File: src/rtl/core/lwepip_pkg.sv
// ----------------------------------------------------------------------------
// LWE phase inner product: package
// Field widths, default modulus width and the control bundles between units.
// ----------------------------------------------------------------------------
package lwepip_pkg;

    localparam int unsigned FIELD_W          = 62;
    localparam int unsigned REG_W            = 63;
    localparam int unsigned MODULUS_BITS_DEF = 62;

    // Control of one bit-serial remainder lane.
    typedef struct packed {
        logic load;
        logic pass;
        logic step;
    } t_lane_ctl;

    // Control of the bit-serial modular multiplier.
    typedef struct packed {
        logic load;
        logic step;
    } t_mul_ctl;

endpackage

File: src/rtl/core/lwepip_rem_lane.sv
// ----------------------------------------------------------------------------
// LWE phase inner product: remainder lane
// Bit-serial restoring remainder of a 62-bit operand modulo q, one bit a cycle.
// ----------------------------------------------------------------------------
module lwepip_rem_lane #(
    parameter int unsigned MODULUS_BITS = lwepip_pkg::MODULUS_BITS_DEF
) (
    input  logic                              i_clk,
    input  lwepip_pkg::t_lane_ctl             i_ctl,
    input  logic [lwepip_pkg::FIELD_W-1:0]    i_value,
    input  logic [MODULUS_BITS:0]             i_q,
    output logic                              o_ge,
    output logic [MODULUS_BITS-1:0]           o_rem
);
    import lwepip_pkg::*;

    localparam int unsigned QW = MODULUS_BITS + 1;

    logic [FIELD_W-1:0]      r_shift;
    logic [MODULUS_BITS-1:0] r_rem;
    logic [QW-1:0]           trial;
    logic [QW:0]             diff;

    // Bring down the next bit and subtract q where it fits.
    assign trial = {r_rem, r_shift[FIELD_W-1]};
    assign diff  = {1'b0, trial} - {1'b0, i_q};
    assign o_ge  = REG_W'(r_shift) >= REG_W'(i_q);
    assign o_rem = r_rem;

    always_ff @(posedge i_clk) begin
        if (i_ctl.load) begin
            r_shift <= i_value;
            r_rem   <= '0;
        end else if (i_ctl.pass) begin
            r_rem   <= r_shift[MODULUS_BITS-1:0];
        end else if (i_ctl.step) begin
            r_shift <= {r_shift[FIELD_W-2:0], 1'b0};
            r_rem   <= diff[QW] ? trial[MODULUS_BITS-1:0] : diff[MODULUS_BITS-1:0];
        end
    end

endmodule

File: src/rtl/core/lwepip_mulmod.sv
// ----------------------------------------------------------------------------
// LWE phase inner product: modular multiplier
// Bit-serial double-and-add product a * s mod q, most significant bit first.
// ----------------------------------------------------------------------------
module lwepip_mulmod #(
    parameter int unsigned MODULUS_BITS = lwepip_pkg::MODULUS_BITS_DEF
) (
    input  logic                    i_clk,
    input  lwepip_pkg::t_mul_ctl    i_ctl,
    input  logic [MODULUS_BITS-1:0] i_a,
    input  logic [MODULUS_BITS-1:0] i_s,
    input  logic [MODULUS_BITS:0]   i_q,
    output logic [MODULUS_BITS-1:0] o_prod
);
    import lwepip_pkg::*;

    localparam int unsigned W = MODULUS_BITS + 3;

    logic [MODULUS_BITS-1:0] r_a;
    logic [MODULUS_BITS-1:0] r_s;
    logic [MODULUS_BITS-1:0] r_r;
    logic [MODULUS_BITS-1:0] n_r;
    logic [W-1:0]            sum;
    logic [W-1:0]            sub1;
    logic [W-1:0]            sub2;

    // 2r + s stays below 3q, so one of three candidates is the residue.
    always_comb begin
        sum  = W'({r_r, 1'b0}) + W'(r_a[MODULUS_BITS-1] ? r_s : '0);
        sub1 = sum - W'(i_q);
        sub2 = sum - (W'(i_q) << 1);
        if (!sub2[W-1]) begin
            n_r = sub2[MODULUS_BITS-1:0];
        end else if (!sub1[W-1]) begin
            n_r = sub1[MODULUS_BITS-1:0];
        end else begin
            n_r = sum[MODULUS_BITS-1:0];
        end
    end

    assign o_prod = r_r;

    always_ff @(posedge i_clk) begin
        if (i_ctl.load) begin
            r_a <= i_a;
            r_s <= i_s;
            r_r <= '0;
        end else if (i_ctl.step) begin
            r_a <= {r_a[MODULUS_BITS-2:0], 1'b0};
            r_r <= n_r;
        end
    end

endmodule

File: src/rtl/core/lwe_phase_inner_product.sv
// ----------------------------------------------------------------------------
// LWE phase inner product
// Phase b - sum(a_i * s_i) mod q over a stream of coefficient pairs.
// ----------------------------------------------------------------------------
//
//  Channel  Handshake                   Payload
//  req      i_req_valid / o_req_stall   body, mask, secret, start, end
//  res      o_res_valid / i_res_stall   phase value, range error
//  cfg      i_cfg_we                    modulus (63 bits)
//
//  From acceptance to the next free slot, a request passes through the range
//  check, the multiplier load, the multiplication and the done state when all
//  its operands lie below q; when one does not, a reduction pass through the
//  remainder lanes comes after the check. The bit-serial multiplier works on
//  one bit of the mask coefficient a cycle.
//  Reset is synchronous and active low; it clears the residue, the error flag
//  and the control state, and sets the modulus to 2^62.
//  A stalled result sits in the output register while the next request is
//  already being worked on; only a second result waits for it to drain.
//
module lwe_phase_inner_product #(
    parameter int unsigned MODULUS_BITS = lwepip_pkg::MODULUS_BITS_DEF
) (
    input  logic                             i_clk,
    input  logic                             i_rst_n,
    // Configuration
    input  logic                             i_cfg_we,
    input  logic [lwepip_pkg::REG_W-1:0]     i_cfg_wdata,
    // Request channel
    input  logic                             i_req_valid,
    output logic                             o_req_stall,
    input  logic [lwepip_pkg::FIELD_W-1:0]   i_body_value,
    input  logic [lwepip_pkg::FIELD_W-1:0]   i_mask_coef,
    input  logic [lwepip_pkg::FIELD_W-1:0]   i_secret_coef,
    input  logic                             i_start_flag,
    input  logic                             i_end_flag,
    // Result channel
    output logic                             o_res_valid,
    input  logic                             i_res_stall,
    output logic [lwepip_pkg::FIELD_W-1:0]   o_phase_value,
    output logic                             o_range_error
);
    import lwepip_pkg::*;

    localparam int unsigned QW = MODULUS_BITS + 1;
    localparam int unsigned CW = $clog2(FIELD_W);
    localparam logic [CW-1:0]    RED_LAST = CW'(FIELD_W - 1);
    localparam logic [CW-1:0]    MUL_LAST = CW'(MODULUS_BITS - 1);
    localparam logic [REG_W-1:0] Q_MIN    = REG_W'(2);
    localparam logic [REG_W-1:0] Q_MAX    = REG_W'(1) << MODULUS_BITS;
    localparam logic [REG_W-1:0] MOD_RST  = REG_W'(1) << (REG_W - 1);

    // The sequencer walks one request through range check, optional
    // reduction, multiplication and the final modular subtraction.
    typedef enum logic [5:0] {
        S_IDLE   = 6'b000001,
        S_CHECK  = 6'b000010,
        S_REDUCE = 6'b000100,
        S_MLOAD  = 6'b001000,
        S_MUL    = 6'b010000,
        S_DONE   = 6'b100000
    } t_state;

    t_state                  r_state;
    t_state                  n_state;
    logic [CW-1:0]           r_cnt;
    logic [CW-1:0]           n_cnt;
    logic [REG_W-1:0]        r_modulus;
    logic [QW-1:0]           r_q;
    logic                    r_start;
    logic                    r_end;
    logic                    r_err;
    logic [MODULUS_BITS-1:0] r_resid;
    logic                    r_seen;
    logic                    r_out_valid;
    logic [FIELD_W-1:0]      r_out_phase;
    logic                    r_out_err;

    logic [REG_W-1:0]        q_clamp;
    logic                    req_accept;
    logic                    out_load;
    logic                    any_ge;
    logic [FIELD_W-1:0]      acc_src;
    t_lane_ctl               lane_ctl;
    t_mul_ctl                mul_ctl;
    logic                    ge_acc;
    logic                    ge_a;
    logic                    ge_s;
    logic [MODULUS_BITS-1:0] rem_acc;
    logic [MODULUS_BITS-1:0] rem_a;
    logic [MODULUS_BITS-1:0] rem_s;
    logic [MODULUS_BITS-1:0] prod;
    logic [QW-1:0]           diff_pos;
    logic [QW:0]             diff_neg;
    logic [MODULUS_BITS-1:0] phase;

    // The effective modulus is the register value clamped to [2, 2^MODULUS_BITS].
    always_comb begin
        if (r_modulus < Q_MIN) begin
            q_clamp = Q_MIN;
        end else if (r_modulus > Q_MAX) begin
            q_clamp = Q_MAX;
        end else begin
            q_clamp = r_modulus;
        end
    end

    assign req_accept = i_req_valid && !o_req_stall;
    assign o_req_stall = (r_state != S_IDLE);

    // A start request loads the body; any other continues from the residue,
    // which a changed modulus may leave out of range, so it is reduced too.
    assign acc_src = i_start_flag ? i_body_value : FIELD_W'(r_resid);

    // Of the bodies, only that of a start request counts towards the range error.
    assign any_ge = ge_acc || ge_a || ge_s;

    always_comb begin
        lane_ctl.load = req_accept;
        lane_ctl.pass = (r_state == S_CHECK) && !any_ge;
        lane_ctl.step = (r_state == S_REDUCE);
        mul_ctl.load  = (r_state == S_MLOAD);
        mul_ctl.step  = (r_state == S_MUL);
    end

    lwepip_rem_lane #(.MODULUS_BITS(MODULUS_BITS)) u_lane_acc (
        .i_clk   (i_clk),
        .i_ctl   (lane_ctl),
        .i_value (acc_src),
        .i_q     (r_q),
        .o_ge    (ge_acc),
        .o_rem   (rem_acc)
    );

    lwepip_rem_lane #(.MODULUS_BITS(MODULUS_BITS)) u_lane_a (
        .i_clk   (i_clk),
        .i_ctl   (lane_ctl),
        .i_value (i_mask_coef),
        .i_q     (r_q),
        .o_ge    (ge_a),
        .o_rem   (rem_a)
    );

    lwepip_rem_lane #(.MODULUS_BITS(MODULUS_BITS)) u_lane_s (
        .i_clk   (i_clk),
        .i_ctl   (lane_ctl),
        .i_value (i_secret_coef),
        .i_q     (r_q),
        .o_ge    (ge_s),
        .o_rem   (rem_s)
    );

    lwepip_mulmod #(.MODULUS_BITS(MODULUS_BITS)) u_mul (
        .i_clk  (i_clk),
        .i_ctl  (mul_ctl),
        .i_a    (rem_a),
        .i_s    (rem_s),
        .i_q    (r_q),
        .o_prod (prod)
    );

    // Modular subtraction: both operands are below q, so adding q back once
    // repairs a negative difference.
    assign diff_pos = {1'b0, rem_acc} - {1'b0, prod};
    assign diff_neg = {2'b0, rem_acc} + {1'b0, r_q} - {2'b0, prod};
    assign phase    = diff_pos[QW-1] ? diff_neg[MODULUS_BITS-1:0]
                                     : diff_pos[MODULUS_BITS-1:0];

    // A finished result moves to the output register once that is free.
    assign out_load = (r_state == S_DONE) && r_end && (!r_out_valid || !i_res_stall);

    always_comb begin
        n_state = r_state;
        n_cnt   = r_cnt;
        case (r_state)
            S_IDLE: begin
                if (req_accept) begin
                    n_state = S_CHECK;
                end
            end
            S_CHECK: begin
                if (any_ge) begin
                    n_state = S_REDUCE;
                    n_cnt   = RED_LAST;
                end else begin
                    n_state = S_MLOAD;
                end
            end
            S_REDUCE: begin
                if (r_cnt == '0) begin
                    n_state = S_MLOAD;
                end else begin
                    n_cnt = r_cnt - 1'b1;
                end
            end
            S_MLOAD: begin
                n_state = S_MUL;
                n_cnt   = MUL_LAST;
            end
            S_MUL: begin
                if (r_cnt == '0) begin
                    n_state = S_DONE;
                end else begin
                    n_cnt = r_cnt - 1'b1;
                end
            end
            S_DONE: begin
                if (!r_end || out_load) begin
                    n_state = S_IDLE;
                end
            end
            default: begin
                n_state = S_IDLE;
            end
        endcase
    end

    // Control and architectural state.
    always_ff @(posedge i_clk) begin
        if (!i_rst_n) begin
            r_state     <= S_IDLE;
            r_cnt       <= '0;
            r_modulus   <= MOD_RST;
            r_err       <= 1'b0;
            r_resid     <= '0;
            r_seen      <= 1'b0;
            r_out_valid <= 1'b0;
        end else begin
            r_state <= n_state;
            r_cnt   <= n_cnt;
            if (i_cfg_we) begin
                r_modulus <= i_cfg_wdata;
            end
            if (req_accept) begin
                r_err <= i_start_flag ? 1'b0 : r_seen;
            end else if (r_state == S_CHECK) begin
                r_err <= r_err || (r_start && ge_acc) || ge_a || ge_s;
            end
            if (r_state == S_DONE) begin
                if (!r_end) begin
                    r_resid <= phase;
                    r_seen  <= r_err;
                end else if (out_load) begin
                    r_resid <= '0;
                    r_seen  <= 1'b0;
                end
            end
            if (out_load) begin
                r_out_valid <= 1'b1;
            end else if (!i_res_stall) begin
                r_out_valid <= 1'b0;
            end
        end
    end

    // Request flags, latched modulus and result payload.
    always_ff @(posedge i_clk) begin
        if (req_accept) begin
            r_start <= i_start_flag;
            r_end   <= i_end_flag;
            r_q     <= q_clamp[QW-1:0];
        end
        if (out_load) begin
            r_out_phase <= FIELD_W'(phase);
            r_out_err   <= r_err;
        end
    end

    assign o_res_valid   = r_out_valid;
    assign o_phase_value = r_out_phase;
    assign o_range_error = r_out_err;

endmodule

File: config.mk
export PLATFORM = sky130hd
export DESIGN_NAME = lwe_phase_inner_product
export DESIGN_NICKNAME = d
export VERILOG_FILES = /design/src/rtl/core/lwepip_pkg.sv /design/src/rtl/core/lwepip_rem_lane.sv /design/src/rtl/core/lwepip_mulmod.sv /design/src/rtl/core/lwe_phase_inner_product.sv
export SDC_FILE = /design/constraint.sdc
export NUM_CORES = 2
export LEC_CHECK = 0
export CORE_ASPECT_RATIO = 2
export CORE_MARGIN = 4
export CORE_UTILIZATION = 28
export DETAILED_ROUTE_END_ITERATION = 10
export DONT_BUFFER_PORTS = 1
export GPL_ROUTABILITY_DRIVEN = 0
export PLACE_DENSITY_LB_ADDON = 0.15
export SETUP_SLACK_MARGIN = 0.1
export SLEW_MARGIN = 20
export SYNTH_ARGS = -nofsm -noshare
export SYNTH_HDL_FRONTEND = slang
export SYNTH_HIERARCHICAL = 1
export SYNTH_SLANG_ARGS = --single-unit
File: constraint.sdc
create_clock -name i_clk -period 10.7 [get_ports i_clk]
set_input_delay 2.14 -clock i_clk [delete_from_list [all_inputs] [get_ports i_clk]]
set_output_delay 2.14 -clock i_clk [all_outputs]
set_load 0.05 [all_outputs]
==> run_results.csv <==
group,metric,value,unit
logic_synthesis,synth_cell_types,109,
floorplanning,ios,321,
logic_synthesis,synthCells,8640,
clock_network,cts-buffers-inserted,89,
timing,drv_slew,0,
run,max-cap-violations,0,
worst_setup_path,crit_start,"u_mul/r_a[61]",
place,dpl.hpwl,256,mm
floorplanning,start_util,28.1,%
timing,post-route-min-period,8.83,ns
layout,mostFrequentLayoutCell,"a21oi_1",
route,drc,0,
clock_network,cts_hold_buf,0,
logic_synthesis,synthDominantCellAreaShare,18.1,%
route,routedWlPerCell,26.2,um
worst_setup_path,worstSetupStartpointType,"flip-flop",
clock_network,cts_sinks,826,
worst_setup_path,worstPathMaxFanout,62,
global_route,grt_max_degree,105,
floorplanning,core_area,0.259,mm^2
logic_synthesis,synth-edff-count,438,
worst_setup_path,end_kind,"flip-flop",
route,final_antenna_net_count,0,
route,dr_total_vias,65300,
worst_setup_path,reg2reg_from,"u_mul/r_a[61]",
logic_synthesis,ys.flop_type,"edfxtp_1",
timing,fin_ws,1.87,ns
hold_path,hp-class,"flip-flop to flip-flop",
global_route,grt_usage,22.2,%
logic_synthesis,synth_area_leader_cell,"edfxtp_1",
logic_synthesis,ys_top_cells_by_area,"edfxtp_1, ha_1, dfxtp_1, a21oi_1, mux2_2",
floorplanning,rows,264,
layout,fin_nets,9379,
logic_synthesis,ys_seq_area_share,28.7,%
timing,setup-tns-final,0,ns
floorplanning,die_area,0.269,mm^2
global_route,grt_overflow,0,
timing,relSlewSlack,19.8,%
place,port-buffer-count,0,
logic_synthesis,yosysWarningCount,6,
pwr,leakage,32.7,nW
logic_synthesis,synth_area_per_cell,8.42,um^2
timing,fin_skew,0.0451,ns
clock_network,cts_tree,"done",
pwr,finalPower,11.7,mW
timing,period_share,82.5,%
layout,syn2layout_area_growth,8.87,%
timing,grt_setup_unrepaired,"false",
status,outcome,"complete, no violations",
worst_setup_path,endpoint,"u_mul/o_prod[55]",
logic_synthesis,syn-num-nets,9651,
clock_network,cts-htree-levels,3,
worst_setup_path,crit_type,"flip-flop to flip-flop",
clock_network,clk_pin_slew_worst_paths,0.06,ns
route,drt_iter0_drc,3841,
worst_setup_path,regToRegSetupSlack,1.87,ns
clock_network,cts-root-buf,"clkbuf_16",
worst_setup_path,crit_arrival,9.45,ns
route,wirelength,312,mm
place,dp_worst_setup_slack,2.06,ns
logic_synthesis,syn_area,0.0728,mm^2
route,via_per_inst,5.48,
pwr,peakVddDrop,0.000122,V
logic_synthesis,async_flop_share,0,%
route,dr.pass1.iters,8,
clock_network,clk_latency,0.77,ns
layout,final_cell_mix,"a21oi_1, nand2_1, inv_1",
clock_network,post_cts_resized,0,
clock_network,post_cts_buffers,0,
floorplanning,chipHeight,729,um
floorplanning,die_x,368,um
global_route,antenna_found_initial,43,
timing,tightest_slew,1.19,ns
pwr,powerDensity,148,mW/mm^2
clock_network,cts_buffer_depth,3,
global_route,grt_pass1_vias,67200,
worst_setup_path,crit_required,11.33,ns
worst_setup_path,ff2ff_path_depth,24,
worst_setup_path,r2r-end,"u_mul/o_prod[55]",
global_route,grt_first_pass_wirelength,445,mm
logic_synthesis,ys_ff_latch,826,
layout,fin_util,30.6,%
timing,fmax,0.113,GHz
layout,drive_gt1_share,8.60,%
timing,hold_violations,0,
timing,setup_viol,0,
-- registers in the layout, indices dropped and copies added, names as in the netlist, 62 cells and up --
register            count
u_mul/o_prod           62
r_modulus              63
u_lane_s/o_rem         62
u_lane_acc/o_rem       62
u_lane_a/r_shift       62
r_resid                62
u_lane_s/r_shift       62
u_lane_a/o_rem         62
o_phase_value          62
u_mul/r_s              62
u_mul/r_a              62
u_lane_acc/r_shift     62
r_q                    63
-- logic make-up (layout without fill, tap and decap cells) --
group	count (synthesis)	count (layout)	synth area share, %
AO/OA/AOI/OAI	2754	2754	24.4
AND/OR/NAND/NOR	2259	2259	15.0
buffers and inverters	1172	977	6.38
flip-flops	826	826	28.7
adder cells (fa/ha/maj)	755	755	13.7
XOR/XNOR	445	445	5.36
multiplexers	429	429	6.43
other	0	16	0
-- Yosys cell counts, types with 124 or more instances --
cell / n
a31oi_1: 147
nand3_1: 124
dfxtp_1: 388
inv_1: 738
nand4_1: 176
xor2_1: 198
mux2i_1: 127
nand2_1: 766
o21ai_0: 537
ha_1: 687
nor2_1: 495
a21o_1: 285
clkbuf_1: 320
a21oi_1: 795
xnor2_1: 247
edfxtp_1: 438
and2_1: 152
mux2_2: 300
-- metrics by stage --
| stage | hold slack [ns] | instance area, um^2 | std cells |
|---|---|---|---|
| floorplan | 0.421 | 72800 | 8640 |
| global placement | 0.434 | 76000 | 11700 |
| detailed placement | 0.441 | 76000 | 11700 |
| CTS | 0.455 | 79200 | 11900 |
| global route | 0.479 | 79200 | 11900 |
| finish | 0.448 | 79200 | 11900 |
-- routing by layer --
| metal | vias to the layer above | GRT usage, % | wire length (um) |
|---|---|---|---|
| met4 | 38 | 15.7 | 26600 |
| met1 | 31800 | 21.2 | 107000 |
| li1 | 30900 | - | - |
| met2 | 1782 | 43.5 | 167000 |
| met3 | 754 | 2.53 | 11100 |
| met5 | - | 0 | 242 |
-- where the power goes --
group / internal (mW) / switching (mW) / total [mW]
Sequential: 3.62 / 0.327 / 3.94
Clock: 1.86 / 1.59 / 3.45
Combinational: 1.57 / 2.74 / 4.31
-- how the worst min path moves through the flow --
stage,depth (start not counted),startpoint,end,slack [ns]
global route,2,r_resid[39],r_resid[39],0.48
floorplan,2,r_resid[31],r_resid[31],0.42
CTS,2,r_resid[39],r_resid[39],0.46
detailed placement,2,r_resid[39],r_resid[39],0.44
global placement,2,r_resid[39],r_resid[39],0.43
finish,2,r_resid[39],r_resid[39],0.45
-- worst max-delay path: stages (launching register included) --
cell and delay (ns):
edfxtp_1 0.35, buf_4 0.26, and2_1 0.25, ha_1 0.35, o21ai_0 0.12, o21ai_0 0.47
and4bb_2 0.41, o21bai_1 0.23, a311oi_1 1.06, o21ai_1 0.29, o2111a_1 0.42, o21ai_1 0.19
xnor2_1 0.14, ha_1 0.42, and3_1 0.30, nand2_1 0.11, nor3_1 0.43, nor3b_1 0.38
inv_1 0.07, o31ai_1 0.60, o21a_1 0.65, nor2_1 0.44, a32o_1 0.36, a21o_1 0.15
a21o_1 0.14
-- final cells by class --
| cell class | count | area (um^2) |
|---|---|---|
| Multi-Input combinational cell | 6642 | 47400 |
| Tap cell | 3458 | 4330 |
| Sequential cell | 826 | 20900 |
| Antenna cell | 16 | 40.0 |
| Clock buffer | 113 | 2420 |
| Inverter | 738 | 2790 |
| Clock inverter | 55 | 712 |
| Fill cell | 27600 | 179000 |
| Timing Repair Buffer | 71 | 633 |
Note: power is estimated with default switching activity, not from simulation.
